<file path="config.mk">
export PLATFORM = sky130hd
export DESIGN_NAME = kvt_ctrl
export DESIGN_NICKNAME = d
export VERILOG_FILES = /design/src/rtl/compact_key_value_table_macros.svh /design/src/rtl/kvt_pkg.sv /design/src/rtl/kvt_ctrl.sv
export SDC_FILE = /design/constraint.sdc
export NUM_CORES = 1
export LEC_CHECK = 0
export ABC_CLOCK_PERIOD_IN_PS = 4300
export BUFFER_PORTS_ARGS = -buffer_cell sky130_fd_sc_hd__buf_2
export CAP_MARGIN = 20
export CORE_MARGIN = 2
export CORE_UTILIZATION = 35
export DETAILED_ROUTE_END_ITERATION = 12
export HOLD_SLACK_MARGIN = 0.1
export PLACE_DENSITY = 0.65
export SLEW_MARGIN = 20
export SYNTH_ARGS = -nofsm -noshare
export SYNTH_HDL_FRONTEND = slang
export SYNTH_SLANG_ARGS = --single-unit
export TNS_END_PERCENT = 10
</file>
<file path="constraint.sdc">
create_clock -name clk -period 4.3 [get_ports clk]
set_input_delay 0.215 -clock clk [delete_from_list [all_inputs] [get_ports clk]]
set_output_delay 0.215 -clock clk [all_outputs]
set_load 0.005 [all_outputs]
</file>
<file path="src/rtl/compact_key_value_table_macros.svh">
// ----------------------------------------------------------------------------
// Compact key/value table assertion macros
// Shared concurrent check templates, clocked on clk and disabled in reset.
// ----------------------------------------------------------------------------
`ifndef COMPACT_KEY_VALUE_TABLE_MACROS_SVH
`define COMPACT_KEY_VALUE_TABLE_MACROS_SVH

// Same-cycle implication: cons must hold whenever ante holds.
`define KVT_ASSERT_IMP(label, ante, cons) \
    label: assert property (@(posedge clk) disable iff (!rst_n) (ante) |-> (cons)) \
        else $error("kvt check failed");

// Next-cycle implication: cons must hold in the cycle after ante.
`define KVT_ASSERT_NXT(label, ante, cons) \
    label: assert property (@(posedge clk) disable iff (!rst_n) (ante) |=> (cons)) \
        else $error("kvt check failed");

`endif

</file>
<file path="src/rtl/kvt_pkg.sv">
// ----------------------------------------------------------------------------
// kvt_pkg
// Sizes, codes and entry type shared by the compact key/value table.
// ----------------------------------------------------------------------------
`timescale 1ns / 1ps
`default_nettype none

package kvt_pkg;

    localparam int ENTRIES  = 1024;
    localparam int KEY_W    = 32;
    localparam int VAL_W    = 32;
    localparam int IDX_W    = $clog2(ENTRIES);
    localparam int CNT_W    = $clog2(ENTRIES + 1);
    localparam int FUNC_W   = 2;
    localparam int STATUS_W = 3;

    typedef enum logic [FUNC_W-1:0] {
        F_INSERT = 2'd0,
        F_LOOKUP = 2'd1,
        F_REMOVE = 2'd2,
        F_NOP    = 2'd3
    } func_e_t;

    typedef enum logic [STATUS_W-1:0] {
        ST_APPENDED  = 3'd0,
        ST_REPLACED  = 3'd1,
        ST_FOUND     = 3'd2,
        ST_NOT_FOUND = 3'd3,
        ST_REMOVED   = 3'd4,
        ST_FULL      = 3'd5
    } status_e_t;

    typedef struct packed {
        logic [KEY_W-1:0] key;
        logic [VAL_W-1:0] value;
    } kv_entry_t;

    // Ring control from the sequencer to the cell row.
    typedef struct packed {
        logic      shift;
        kv_entry_t fb;
    } ring_ctl_t;

endpackage

`default_nettype wire

</file>
<file path="src/rtl/kvt_ctrl.sv">
// ----------------------------------------------------------------------------
// kvt_ctrl
// Scan sequencer at the ring head: compares, rewrites the feedback entry, reports.
// ----------------------------------------------------------------------------
`timescale 1ns / 1ps
`default_nettype none

module kvt_ctrl
(
    input  wire logic                          clk,
    input  wire logic                          rst_n,
    input  wire logic                          start,
    input  wire logic [kvt_pkg::FUNC_W-1:0]    func,
    input  wire logic [kvt_pkg::KEY_W-1:0]     key,
    input  wire logic [kvt_pkg::VAL_W-1:0]     value,
    output logic                               busy,
    output logic                               done,
    output logic [kvt_pkg::STATUS_W-1:0]       status,
    output logic [kvt_pkg::VAL_W-1:0]          read_value,
    output logic [kvt_pkg::CNT_W-1:0]          entry_count,
    output logic                               empty_res,
    input  wire kvt_pkg::kv_entry_t            head,
    output kvt_pkg::ring_ctl_t                 ring
);

    typedef enum logic [1:0] {
        S_IDLE,
        S_SCAN,
        S_WRAP
    } state_t;

    state_t                          state_reg;
    logic [kvt_pkg::IDX_W-1:0]       k_reg;
    logic [kvt_pkg::CNT_W-1:0]       count_reg;
    kvt_pkg::func_e_t                func_reg;
    logic [kvt_pkg::KEY_W-1:0]       key_reg;
    logic [kvt_pkg::VAL_W-1:0]       val_reg;
    logic                            found_reg;
    logic [kvt_pkg::VAL_W-1:0]       rv_reg;
    kvt_pkg::kv_entry_t              first_reg;
    logic                            done_reg;
    kvt_pkg::status_e_t              status_reg;

    logic scanning;
    logic in_range;
    logic at_tail;
    logic last_k;
    logic hit;

    assign scanning = (state_reg == S_SCAN);
    assign in_range = (kvt_pkg::CNT_W'(k_reg) < count_reg);
    assign at_tail  = (kvt_pkg::CNT_W'(k_reg) == count_reg);
    assign last_k   = (k_reg == kvt_pkg::IDX_W'(kvt_pkg::ENTRIES - 1));
    assign hit      = scanning && in_range && (head.key == key_reg);

    // Feedback into the tail cell: pass the head entry through unless this
    // slot gets rewritten.
    always_comb
    begin
        ring.shift = scanning ||
                     ((state_reg == S_WRAP) && (func_reg == kvt_pkg::F_REMOVE) && found_reg);
        ring.fb    = head;
        case (func_reg)
            kvt_pkg::F_INSERT:
            begin
                if (hit)
                begin
                    ring.fb.value = val_reg;
                end
                else if (scanning && at_tail && !found_reg)
                begin
                    ring.fb.key   = key_reg;
                    ring.fb.value = val_reg;
                end
            end
            kvt_pkg::F_REMOVE:
            begin
                if (hit && (k_reg != '0))
                begin
                    ring.fb = first_reg;
                end
            end
            default:
            begin
                ring.fb = head;
            end
        endcase
    end

    always_ff @(posedge clk or negedge rst_n)
    begin
        if (!rst_n)
        begin
            state_reg <= S_IDLE;
            k_reg     <= '0;
            count_reg <= '0;
            found_reg <= 1'b0;
            done_reg  <= 1'b0;
        end
        else
        begin
            // Pulse done in the cycle after wrap-up.
            done_reg <= (state_reg == S_WRAP);
            case (state_reg)
                S_IDLE:
                begin
                    if (start)
                    begin
                        func_reg  <= kvt_pkg::func_e_t'(func);
                        key_reg   <= key;
                        val_reg   <= value;
                        k_reg     <= '0;
                        found_reg <= 1'b0;
                        rv_reg    <= '0;
                        state_reg <= S_SCAN;
                    end
                end
                S_SCAN:
                begin
                    k_reg <= k_reg + 1'b1;
                    if (hit)
                    begin
                        found_reg <= 1'b1;
                        if (func_reg == kvt_pkg::F_LOOKUP)
                        begin
                            rv_reg <= head.value;
                        end
                    end
                    if ((func_reg == kvt_pkg::F_REMOVE) && (k_reg == '0))
                    begin
                        first_reg <= head;
                    end
                    if (last_k)
                    begin
                        state_reg <= S_WRAP;
                    end
                end
                S_WRAP:
                begin
                    state_reg <= S_IDLE;
                    case (func_reg)
                        kvt_pkg::F_INSERT:
                        begin
                            if (found_reg)
                            begin
                                status_reg <= kvt_pkg::ST_REPLACED;
                            end
                            else if (count_reg == kvt_pkg::CNT_W'(kvt_pkg::ENTRIES))
                            begin
                                status_reg <= kvt_pkg::ST_FULL;
                            end
                            else
                            begin
                                status_reg <= kvt_pkg::ST_APPENDED;
                                count_reg  <= count_reg + 1'b1;
                            end
                        end
                        kvt_pkg::F_LOOKUP:
                        begin
                            status_reg <= found_reg ? kvt_pkg::ST_FOUND
                                                    : kvt_pkg::ST_NOT_FOUND;
                        end
                        kvt_pkg::F_REMOVE:
                        begin
                            if (found_reg)
                            begin
                                status_reg <= kvt_pkg::ST_REMOVED;
                                count_reg  <= count_reg - 1'b1;
                            end
                            else
                            begin
                                status_reg <= kvt_pkg::ST_NOT_FOUND;
                            end
                        end
                        default:
                        begin
                            status_reg <= kvt_pkg::ST_NOT_FOUND;
                        end
                    endcase
                end
                default:
                begin
                    state_reg <= S_IDLE;
                end
            endcase
        end
    end

    assign busy        = (state_reg != S_IDLE);
    assign done        = done_reg;
    assign status      = status_reg;
    assign read_value  = rv_reg;
    assign entry_count = count_reg;
    assign empty_res   = (count_reg == '0);

endmodule

`default_nettype wire

</file>
==> impl_results.md <==
- Part of the power in registers: 47.3%
- Kind of start point of the critical path: flop
- CTS tree: done
- Critical path's slowest cell: nor4_1
- FF+latch count, synth: 190
- Register area share after synthesis: 57.6%
- FFs w/ async S/R, synth: 13.2%
- Clock Power Share: between 30% and 40%
- Area delta synth->final: 36.4%
- Worst path bufs/invs: 4
- Max reg flops: 64
- CP Class: flop to primary output
- Post-CTS setup repair buffer count: 0
- Delay-heaviest family, CP: simple AND/OR/NAND/NOR gates
- Resize count post-CTS: 0
- Top FF cell, synth: edfxtp_1
- Die area: 29,000 um2
- Reg2reg start: entry_count[9]
- Post-synthesis cell count: 876
- GR Util All Layers: approximately a fifth
- Area of the core: 27,000 um2
- First-pass GRT wire length: 45,500 um
- Fmax: approximately 0.27 GHz
- Gr ovfl total: 0
- Cell Area, Synth: 9680 um2
- Sw Share: a little over a quarter
- Source of the worst hold timing path: start
- Vias in the first global route: 8,288
- Worst setup path startpoint: entry_count[9]
- Vias per Instance: between 5 and 6
- RSZ-0062 raised after global routing: false
- Clock root cell: clkbuf_16
- Crit path required time: 4.09 ns
- CTS max path bufs: 2
- Max Cap Viol: 0
- DR pass1 iterations: 5
- NumNets Final: 1,395
- Max_slew headroom: between 30% and 40%
- Final number of setup-violating endpoints: 0
- Ports: 247
- Antenna-violating nets left: 0
- Wirelength per Cell: 18.6 um
- Rows: 60
- Leak: 0.00557 uW
- CTS buffer count: 17
- YS warnings: 0
- Hold WS: 0.120 ns
- Clk Latency, worst-skew pair: ~0.44 ns
- DP HPWL: around 19,000 um
- DRC: 0
- Worst Tran Pin Value: 1.00 ns
- Post-Route Setup TNS: 0 ns
- Gpl congestion: 0.817
- Crit-path max cell delay: approximately 0.48 ns
- Die Span X: 170 um
- Routed vias: 8,225
- Worst setup margin: between 0.5 and 0.6 ns
- Setup WS pre-CTS: about 1.1 ns
- CP Cell Sequence: inv_1 -> ha_1 -> nand3b_1 -> nand4_1 -> nor4_1 -> and3b_2 -> buf_4 -> a32oi_2 -> buf_4 -> nand2_1 -> nand2_1 -> buf_2
- Die H: 170 um
- Top post-synthesis cells by area: edfxtp_1 (51%), dfrtp_1 (6.5%), nand2_1 (4.9%)
- Initial antenna violation count: 1
- Largest net degree at the start of global routing: 73
- Yosys top cell area share: 51.2%
- Final min period: 3.70 ns
- Tcrit/Tclk final: 86.1%
- Final Cell Area: 13,200 um2
- Initial Utilization: 35.8%
- Arr. time, crit path: 3.49 ns
- Commonest non-fill, non-tap cell in the layout: buf_2
- Post-synth EDFFs: 165
- Status: complete, no violations
- P_sw: 1230 uW
- Clock slew at reported path FFs: about 0.08 ns
- CTS H-tree lvls: 4
- Pins Over Slew Limit: 0
- Internal: 3270 uW
- Mapped Nets: 1,031
- Post-synth cell types: 49
- Hold WC Path Type: input port to flop
- Placed Area: around 11,000 um2
- Initial DRC count: 709
- CP endpoint kind: primary output
- Clock sinks: 190
- VDD IR max: 235 uV
- Share of layout cells above drive strength 1: approximately 27%
- Crit path max fanout: 33
- Synth area leader: edfxtp_1
- Pwr Density: about 340 nW/um2
- Avg Inst Size Synth: 11.1 um2
- Most frequent cells in the layout: buf_2 (246), edfxtp_1 (165), dlygate4sd3_1 (131), nand2_1 (126), nor2_1 (81)
- Max Clock Skew: 0.0189 ns
- Input/output buffers: 246
- Final Hold Fails: 0
- Gate power share: 16.7%
- Routed WL: 29,700 um
## cells in the mapped netlist (5+ instances only)
| library cell | number |
|---|---|
| nand4_1 | 21 |
| a21oi_2 | 10 |
| nor2b_1 | 14 |
| and3_1 | 5 |
| clkbuf_1 | 35 |
| o21ai_0 | 27 |
| a22oi_1 | 32 |
| o211ai_1 | 12 |
| o31ai_1 | 5 |
| nor2_1 | 83 |
| buf_1 | 5 |
| xor2_1 | 7 |
| xnor2_1 | 37 |
| o221a_2 | 21 |
| buf_6 | 5 |
| buf_2 | 5 |
| mux2i_1 | 30 |
| nand3_1 | 12 |
| a21oi_1 | 53 |
| nor3_1 | 6 |
| nand2b_1 | 5 |
| and2_1 | 17 |
| dfrtp_1 | 25 |
| nand2_1 | 126 |
| ha_1 | 21 |
| inv_1 | 40 |
| nor4_1 | 5 |
| a31oi_1 | 13 |
| edfxtp_1 | 165 |
## cells by family after synthesis
family / count (synthesis) / synth area share, %
fa+ha+maj: 22 / 2.92
flops: 190 / 57.6
compound gates: 187 / 13.3
simple gates: 310 / 14.8
buf+inv: 91 / 3.98
xor+xnor: 44 / 3.98
mux: 32 / 3.33
## worst min-delay path, stage by stage
cell     delay (ns)
buf_2          0.10
nand2_1        0.12
nand2_1        0.08
## power groups by stage
stage | combinational, uW | sequential (uW) | clock (uW)
2_1_floorplan | 392 | 2150 | 0
3_3_place_gp | 635 | 2170 | 0
3_5_place_dp | 649 | 2170 | 0
4_1_cts | 746 | 2130 | 1650
5_1_grt | 832 | 2140 | 1730
6_report | 752 | 2130 | 1620
## layout make-up
cell class,instances,area [um2]
multi-input combinational,595,3740
clock inverter,14,179
timing repair buffer,395,2700
antenna,1,2.50
sequential,190,5580
inverter,41,154
clock buffer,17,425
fill,2433,13800
tap,341,427
## timing repair
action                                 in CTS  in global routing
setup endpoints to repair                   0                  0
hold buffers                              131                  0
endpoints found under the hold margin     155                  0
## per-layer routing
metal  GRT usage [%]  vias to the layer above  part of all wire (%)
met5               0                        -                     0
met4            7.13                        0                   2.5
met3            3.86                       54                   6.0
met2            33.0                      336                    47
met1            27.0                     3925                    44
li1                -                     3910                     -
## stage by stage
stage	power, uW	utilization [%]	std cells
final	4510	48.9	1594
after global routing	4700	48.9	1594
after CTS	4530	48.8	1592
after detailed placement	2820	41.7	1430
after global placement	2800	41.7	1430
after floorplan	2540	-	876
## final timing paths
path / endpoint / slack, ns / cells after the start
worst min-delay path: state_reg[0] / 0.12 / 3
worst min register to register: entry_count[3] / 0.55 / 2
max in group asynchronous: k_reg[4] / 3.53 / 2
min in group asynchronous: entry_count[7] / 0.34 / 2
worst max-delay path: ring[56] / 0.60 / 12
worst max register to register: read_value[27] / 1.07 / 8
Power figures use the tool's default switching activity.
