**config.mk**
```make
export PLATFORM = sky130hd
export DESIGN_NAME = kvt_cell
export DESIGN_NICKNAME = d
export VERILOG_FILES = /design/src/rtl/compact_key_value_table_macros.svh /design/src/rtl/kvt_pkg.sv /design/src/rtl/kvt_cell.sv
export SDC_FILE = /design/constraint.sdc
export NUM_CORES = 1
export LEC_CHECK = 0
export ABC_AREA = 0
export BUFFER_PORTS_ARGS = -buffer_cell sky130_fd_sc_hd__buf_2
export CAP_MARGIN = 15
export CORE_AREA = 2 2 56 97
export DETAILED_ROUTE_END_ITERATION = 7
export DIE_AREA = 0 0 58 99
export MAX_ROUTING_LAYER = met4
export PLACE_DENSITY_LB_ADDON = 0.12
export SLEW_MARGIN = 5
export SYNTH_ARGS = -nofsm -noshare
export SYNTH_HDL_FRONTEND = slang
export SYNTH_SLANG_ARGS = --single-unit
```
**constraint.sdc**
```tcl
create_clock -name clk -period 0.8 [get_ports clk]
set_input_delay 0.08 -clock clk [delete_from_list [all_inputs] [get_ports clk]]
set_output_delay 0.08 -clock clk [all_outputs]
set_load 0.01 [all_outputs]
```
**src/rtl/compact_key_value_table_macros.svh**
```systemverilog
// ----------------------------------------------------------------------------
// Compact key/value table assertion macros
// Shared concurrent check templates, clocked on clk and disabled in reset.
// ----------------------------------------------------------------------------
`ifndef COMPACT_KEY_VALUE_TABLE_MACROS_SVH
`define COMPACT_KEY_VALUE_TABLE_MACROS_SVH

// Same-cycle implication: cons must hold whenever ante holds.
`define KVT_ASSERT_IMP(label, ante, cons) \
    label: assert property (@(posedge clk) disable iff (!rst_n) (ante) |-> (cons)) \
        else $error("kvt check failed");

// Next-cycle implication: cons must hold in the cycle after ante.
`define KVT_ASSERT_NXT(label, ante, cons) \
    label: assert property (@(posedge clk) disable iff (!rst_n) (ante) |=> (cons)) \
        else $error("kvt check failed");

`endif

```
**src/rtl/kvt_pkg.sv**
```systemverilog
// ----------------------------------------------------------------------------
// kvt_pkg
// Sizes, codes and entry type shared by the compact key/value table.
// ----------------------------------------------------------------------------
`timescale 1ns / 1ps
`default_nettype none

package kvt_pkg;

    localparam int ENTRIES  = 1024;
    localparam int KEY_W    = 32;
    localparam int VAL_W    = 32;
    localparam int IDX_W    = $clog2(ENTRIES);
    localparam int CNT_W    = $clog2(ENTRIES + 1);
    localparam int FUNC_W   = 2;
    localparam int STATUS_W = 3;

    typedef enum logic [FUNC_W-1:0] {
        F_INSERT = 2'd0,
        F_LOOKUP = 2'd1,
        F_REMOVE = 2'd2,
        F_NOP    = 2'd3
    } func_e_t;

    typedef enum logic [STATUS_W-1:0] {
        ST_APPENDED  = 3'd0,
        ST_REPLACED  = 3'd1,
        ST_FOUND     = 3'd2,
        ST_NOT_FOUND = 3'd3,
        ST_REMOVED   = 3'd4,
        ST_FULL      = 3'd5
    } status_e_t;

    typedef struct packed {
        logic [KEY_W-1:0] key;
        logic [VAL_W-1:0] value;
    } kv_entry_t;

    // Ring control from the sequencer to the cell row.
    typedef struct packed {
        logic      shift;
        kv_entry_t fb;
    } ring_ctl_t;

endpackage

`default_nettype wire

```
**src/rtl/kvt_cell.sv**
```systemverilog
// ----------------------------------------------------------------------------
// kvt_cell
// One stage of the entry ring: holds a key/value pair, loads its neighbor's.
// ----------------------------------------------------------------------------
`timescale 1ns / 1ps
`default_nettype none

module kvt_cell
(
    input  wire logic               clk,
    input  wire logic               shift,
    input  wire kvt_pkg::kv_entry_t d,
    output kvt_pkg::kv_entry_t      q
);

    kvt_pkg::kv_entry_t entry_reg;
    kvt_pkg::kv_entry_t entry_next;

    assign entry_next = shift ? d : entry_reg;

    always_ff @(posedge clk)
    begin
        entry_reg <= entry_next;
    end

    assign q = entry_reg;

endmodule

`default_nettype wire

```
==> out/metrics.cfg, run 1 <==
[pwr]
comb_power_share = 0.124
switchingPower_mw = 1.52
p_per_area_mw_per_mm2 = 2040
power.total_mw = 7.07
clock_power_share = 0.303
ir_drop_uv = 1540
pwr-share-seq = 0.573
p_sw_frac = 0.216
leakage_nw = 1.50
p_int_mw = 5.54

[cts]
cts_made_buffers = 9
clockRootBuffer = clkbuf_8
clock_sinks = 64
cts_buffer_depth = 2
cts_max_level = 3
cts_tree = built
path_clk_slew_ns = 0.06

[critical_path]
cp-end-kind = primary output
path_buf_inv = 1
crit_fanout = 1
crit_slowest_cell = edfxtp_1
path_cells = buf_2
crit_arrival_ns = 0.86
critPathLaunchType = flip-flop
cp_data_required_time_ns = 0.72
critPathKind = flip-flop to primary output
max_stage_delay_ns = 0.39
path_delay_family = flip-flops

[logic_synthesis]
synthDistinctLibCells = 1
synth.area.top_cells = edfxtp_1
synth_top_area_cell = edfxtp_1
syn_avg_cell_area_um2 = 30.0
syn_inst = 64
ys_seq_area_frac = 1.00
synth.top_cell.area_share = 1.00
synth_warnings = 0
syn_nets = 130
netlist_area_mm2 = 0.00192
ys_seq_elements = 64

[cells_and_area]
multiInputGateArea_um2 = 0
fill_cells = 352
multi_input_gates = 0
drive_above_1_share = 0.526
final_nets = 336
num_antenna_cells = 0
area_growth_syn_to_layout_pct = 80.1
final_common_cell = buf_2
largest_register_ff_count = 64
most-common-layout-cells = buf_2, dlygate4sd3_1, edfxtp_1, clkbuf_8, clkinv_2
fin_util = 0.701

[route]
drc_errors = 0
vias = 1431
wl_um = 4700
drt_iter0_markers = 26
ant_nets = 0
wl_per_cell_um = 14.3
first_pass_iters = 5
viasPerCell = 4.36

[floorplanning]
core_mm2 = 0.00493
fp.dieW_um = 58
rows = 34
ios = 130
die_h_um = 99
die-area_mm2 = 0.00574
initial_utilization = 0.389

[timing]
slew_violations = 0
setup_tns_ns = -6.90
tightest_slew_ns = 0.255
period_minus_slack_ns = 0.942
finalHoldViolations = 0
slew_headroom = 0.830
max_freq_mhz = 1060
rsz0062_at_grt = true
setup_violations = 64
timing.final.ws_setup_ns = -0.142
fin_crit_sh = 1.18

[global_routing]
grt.busiest_layer = met2
grt_max_degree = 48
use_met1 = 0.186
use_met2 = 0.289
track_usage = 0.177
grt_pass1_wl_um = 7080
overflow = 0
grt_util_met3 = 0.0525
grt_pass1_vias = 1547
antenna_found_initial = 0

[job]
drv_cap = 0

[placement]
gp_congestion = 0.704
portBuffers = 129
hpwlAfterDp_um = 2770

[hold_path]
hp-class = primary input to flip-flop

[status]
status = finished, violations left
violations = setup timing

## area by class of cell
cell class / instances / area (um2) / area share
Sequential cell: 64 / 1920 / 0.555
Clock buffer: 9 / 124 / 0.0358
Clock inverter: 6 / 27.5 / 0.00795
Tap cell: 54 / 67.6 / 0.0195
Timing Repair Buffer: 195 / 1320 / 0.381
## metrics by stage
step | std cells | hold WS, ns | cell area [um2] | worst slack, ns
finish | 328 | 0.257 | 3460 | -0.142
global route | 328 | 0.252 | 3460 | -0.193
CTS | 328 | 0.254 | 3450 | -0.158
detailed placement | 249 | 0.258 | 2660 | 0.0124
global placement | 249 | 0.256 | 2660 | 0.0296
floorplan | 64 | 0.179 | 1920 | 0.326
## layer usage
layer | vias up | routed length [um]
li1 | 673 | -
met1 | 650 | 1670
met4 | 0 | 128
met3 | 12 | 387
met5 | - | 0
met2 | 96 | 2510
## path summary, 6_finish.rpt
path	to	start	cells past startpoint	slack (ns)
hold / removal	q[4]	shift	2	0.26
setup / recovery	q[26]	q[26]	1	-0.14
## Yosys cell counts (all sizes together)
library cell	count
edfxtp	64
## power groups by stage
stage	Combinational (mW)	Sequential (mW)	Clock [mW]
6_report	0.877	4.05	2.14
5_1_grt	0.938	4.07	2.37
4_1_cts	0.871	4.05	2.20
3_5_place_dp	0.628	4.11	0
3_3_place_gp	0.615	4.11	0
2_1_floorplan	0	4.27	0
## what timing repair did
item,4_1_cts,5_1_grt
pin swaps,0,0
cloned,0,0
endpoints found under the setup margin,64,64
setup buffers,0,0
hold buffers,64,0
resized for setup,0,1
hold endpoints to repair,64,0
## cell families after synthesis
group,synth area share
flops,1.00
Power figures use the tool's default switching activity.
==> inputs of run 2 (changes only) <==
--- a/constraint.sdc
+++ b/constraint.sdc
@@ -3,2 +3,2 @@
 set_output_delay 0.08 -clock clk [all_outputs]
-set_load 0.01 [all_outputs]
+set_load 0.02 [all_outputs]
==> out/metrics.cfg, run 2 (same netlist as run 1, synthesis figures left out) <==
[cells_and_area]
drive_above_1_share = 0.522
multi_input_gates = 0
stdcell_count = 328
final_common_cell = buf_2
multiInputGateArea_um2 = 0
most-common-layout-cells = buf_2, dlygate4sd3_1, edfxtp_1, buf_6, clkbuf_8
largest_register_ff_count = 64
area_growth_syn_to_layout_pct = 99.9
num_antenna_cells = 0
finalInstanceArea_mm2 = 0.00384
final_nets = 336
fill_cells = 284
seq_area_mm2 = 0.00192

[floorplanning]
initial_utilization = 0.389
ios = 130
fp.dieW_um = 58
die-area_mm2 = 0.00574
die_h_um = 99
rows = 34
core_mm2 = 0.00493

[placement]
place_area_mm2 = 0.00268
portBuffers = 129
dp_cells = 249
gp_congestion = 0.707

[critical_path]
path_buf_inv = 1
cp-end-kind = primary output
cp_data_required_time_ns = 0.72
crit_slowest_cell = edfxtp_1
path_cells = buf_6
critPathLaunchType = flip-flop
crit_fanout = 1
max_stage_delay_ns = 0.40
critPathKind = flip-flop to primary output
path_delay_family = flip-flops
crit_arrival_ns = 0.88

[timing]
slew_violations = 0
timing.final.ws_setup_ns = -0.164
slew_headroom = 0.874
fin_crit_sh = 1.21
tightest_slew_ns = 0.189
setup_violations = 64
max_freq_mhz = 1040
rsz0062_at_grt = true
period_minus_slack_ns = 0.964
finalHoldViolations = 0

[route]
drc_errors = 0
ant_nets = 0
viasPerCell = 4.48
first_pass_iters = 4
wl_per_cell_um = 15.8
wl_um = 5180
vias = 1468
drt_iter0_markers = 47

[global_routing]
grt_max_degree = 36
track_usage = 0.181
antenna_found_initial = 0
overflow = 0
grt_pass1_vias = 1614
grt_pass1_wl_um = 7110

[cts]
path_clk_slew_ns = 0.06
cts_tree = built
clock_sinks = 64
cts_made_buffers = 9
cts_max_level = 3
cts_buffer_depth = 2
clockRootBuffer = clkbuf_8

[pwr]
leakage_nw = 1.63
p_per_area_mw_per_mm2 = 2140
ir_drop_uv = 1870

[status]
status = finished, violations left
violations = setup timing

[job]
drv_cap = 0

[hold_path]
hp-class = primary input to flip-flop

-- run 2: final cells by class --
type / instances / share of cell area
well taps: 54 / 0.0176
flip-flops and latches: 64 / 0.500
repair buffers: 195 / 0.430
clock inverters: 5 / 0.0189
clock buffers: 10 / 0.0332
-- run 2: per-stage QoR --
step           utilization  power, mW  TNS (ns)  hold slack, ns  setup slack (ns)
2_1_floorplan            -       4.48         0           0.179             0.271
3_3_place_gp         0.542       4.93         0           0.256            0.0463
3_5_place_dp         0.542       4.95         0           0.258            0.0339
4_1_cts              0.731       8.08     -9.71           0.226            -0.183
5_1_grt              0.778       8.49    -11.22           0.231            -0.211
6_report             0.778       8.23     -8.75           0.237            -0.164
-- run 2: report_power, final --
group	leakage [nW]	switching (mW)	internal, mW
logic	0.904	0.586	0.735
registers	0.626	0.113	3.99
clock network	0.101	1.09	1.71
-- run 2: worst paths after layout --
kind              startpoint    end  slack, ns  depth (start not counted)
setup / recovery       q[56]  q[56]      -0.16                          1
hold / removal         shift   q[2]       0.24                          2
-- run 2: repair_timing --
action | CTS | global route
resized for setup | 30 | 75
hold buffers | 64 | 0
setup endpoints to repair | 64 | 64
setup buffers | 0 | 0
endpoints found under the hold margin | 64 | 0
-- run 2: routing by layer --
layer	global-route usage	share of wire	vias to the layer above
met3	0.0682	0.089	15
met5	-	0	-
li1	-	-	671
met2	0.307	0.55	90
met1	0.167	0.32	692
met4	0.104	0.035	0
==> inputs of run 3 (changes only) <==
Settings changed: BUFFER_PORTS_ARGS -buffer_cell sky130_fd_sc_hd__buf_2 to -buffer_cell sky130_fd_sc_hd__buf_4.
==> out/metrics.cfg, run 3 (same netlist as run 1, synthesis figures left out) <==
[route]
viasPerCell = 4.57
wl_um = 5580
wl_per_cell_um = 17.0
drc_errors = 0
ant_nets = 0
drt_iter0_markers = 39
vias = 1505
first_pass_iters = 4

[cells_and_area]
fill_cells = 228
drive_above_1_share = 0.527
multiInputGateArea_um2 = 0
largest_register_ff_count = 64
stdcell_count = 329
seq_area_mm2 = 0.00192
multi_input_gates = 0
area_growth_syn_to_layout_pct = 115
num_antenna_cells = 0
most-common-layout-cells = buf_4, dlygate4sd3_1, edfxtp_1, buf_6, clkbuf_8
final_nets = 336
fin_util = 0.837
final_common_cell = buf_4

[global_routing]
use_met1 = 0.217
grt_pass1_wl_um = 8420
overflow = 0
grt_pass1_vias = 1712
grt_util_met3 = 0.0617
grt.busiest_layer = met2
use_met2 = 0.363
antenna_found_initial = 0
track_usage = 0.218
grt_max_degree = 35

[cts]
post_cts_buffers = 0
cts_tree = built
clockRootBuffer = clkbuf_8
clock_sinks = 64
cts_made_buffers = 9
cts_buffer_depth = 2
path_clk_slew_ns = 0.07
cts_max_level = 3

[pwr]
leakage_nw = 1.73
p_per_area_mw_per_mm2 = 2220
ir_drop_uv = 2050

[critical_path]
path_delay_family = flip-flops
crit_arrival_ns = 0.91
critPathLaunchType = flip-flop
critPathKind = flip-flop to primary output
cp-end-kind = primary output
crit_fanout = 1
path_cells = buf_6
crit_slowest_cell = edfxtp_1
cp_data_required_time_ns = 0.72
max_stage_delay_ns = 0.42
path_buf_inv = 1

[floorplanning]
ios = 130
fp.dieW_um = 58
die_h_um = 99
initial_utilization = 0.389
core_mm2 = 0.00493
die-area_mm2 = 0.00574
rows = 34

[timing]
setup_violations = 64
slew_headroom = 0.869
timing.final.ws_setup_ns = -0.188
fin_crit_sh = 1.24
slew_violations = 0
tightest_slew_ns = 0.196
hold_ws_ns = 0.215
max_freq_mhz = 1010
rsz0062_at_grt = true
period_minus_slack_ns = 0.988
finalHoldViolations = 0

[placement]
gp_congestion = 0.714
dp_cells = 249
preCtsSetupSlack_ns = 0.0670
portBuffers = 129

[job]
drv_cap = 0

[status]
violations = setup timing
status = finished, violations left

[hold_path]
hp-class = primary input to flip-flop

## run 3: stage by stage
| stage | setup TNS [ns] | total power [mW] | area [um2] |
|---|---|---|---|
| floorplan | 0 | 4.48 | 1920 |
| global placement | 0 | 5.17 | 3000 |
| detailed placement | 0 | 5.19 | 3000 |
| CTS | -10.59 | 9.21 | 4130 |
| global route | -11.88 | 9.44 | 4130 |
| finish | -9.23 | 9.15 | 4130 |
## run 3: final cells by class
class | count | share of cell area
Tap cell | 54 | 0.0164
Clock buffer | 10 | 0.0309
Timing Repair Buffer | 195 | 0.456
Sequential cell | 64 | 0.465
Clock inverter | 6 | 0.0318
## run 3: final timing paths
check,cells past startpoint,to,startpoint,slack [ns]
setup / recovery,1,q[0],q[0],-0.19
hold / removal,2,q[16],shift,0.22
## run 3: repair_timing
| item | 4_1_cts | 5_1_grt |
|---|---|---|
| endpoints found under the hold margin | 64 | 0 |
| setup endpoints to repair | 64 | 64 |
| hold buffers | 64 | 0 |
| gates resized for setup | 61 | 1 |
## run 3: metal layers
layer	wire, um	part of all wire
met4	188	0.034
met3	452	0.081
met1	1800	0.32
met2	3140	0.56
met5	0	0
## run 3: power breakdown
group | total [mW] | switching, mW | internal (mW)
Clock | 3.56 | 1.18 | 2.38
Combinational | 1.48 | 0.607 | 0.872
Sequential | 4.12 | 0.124 | 3.99
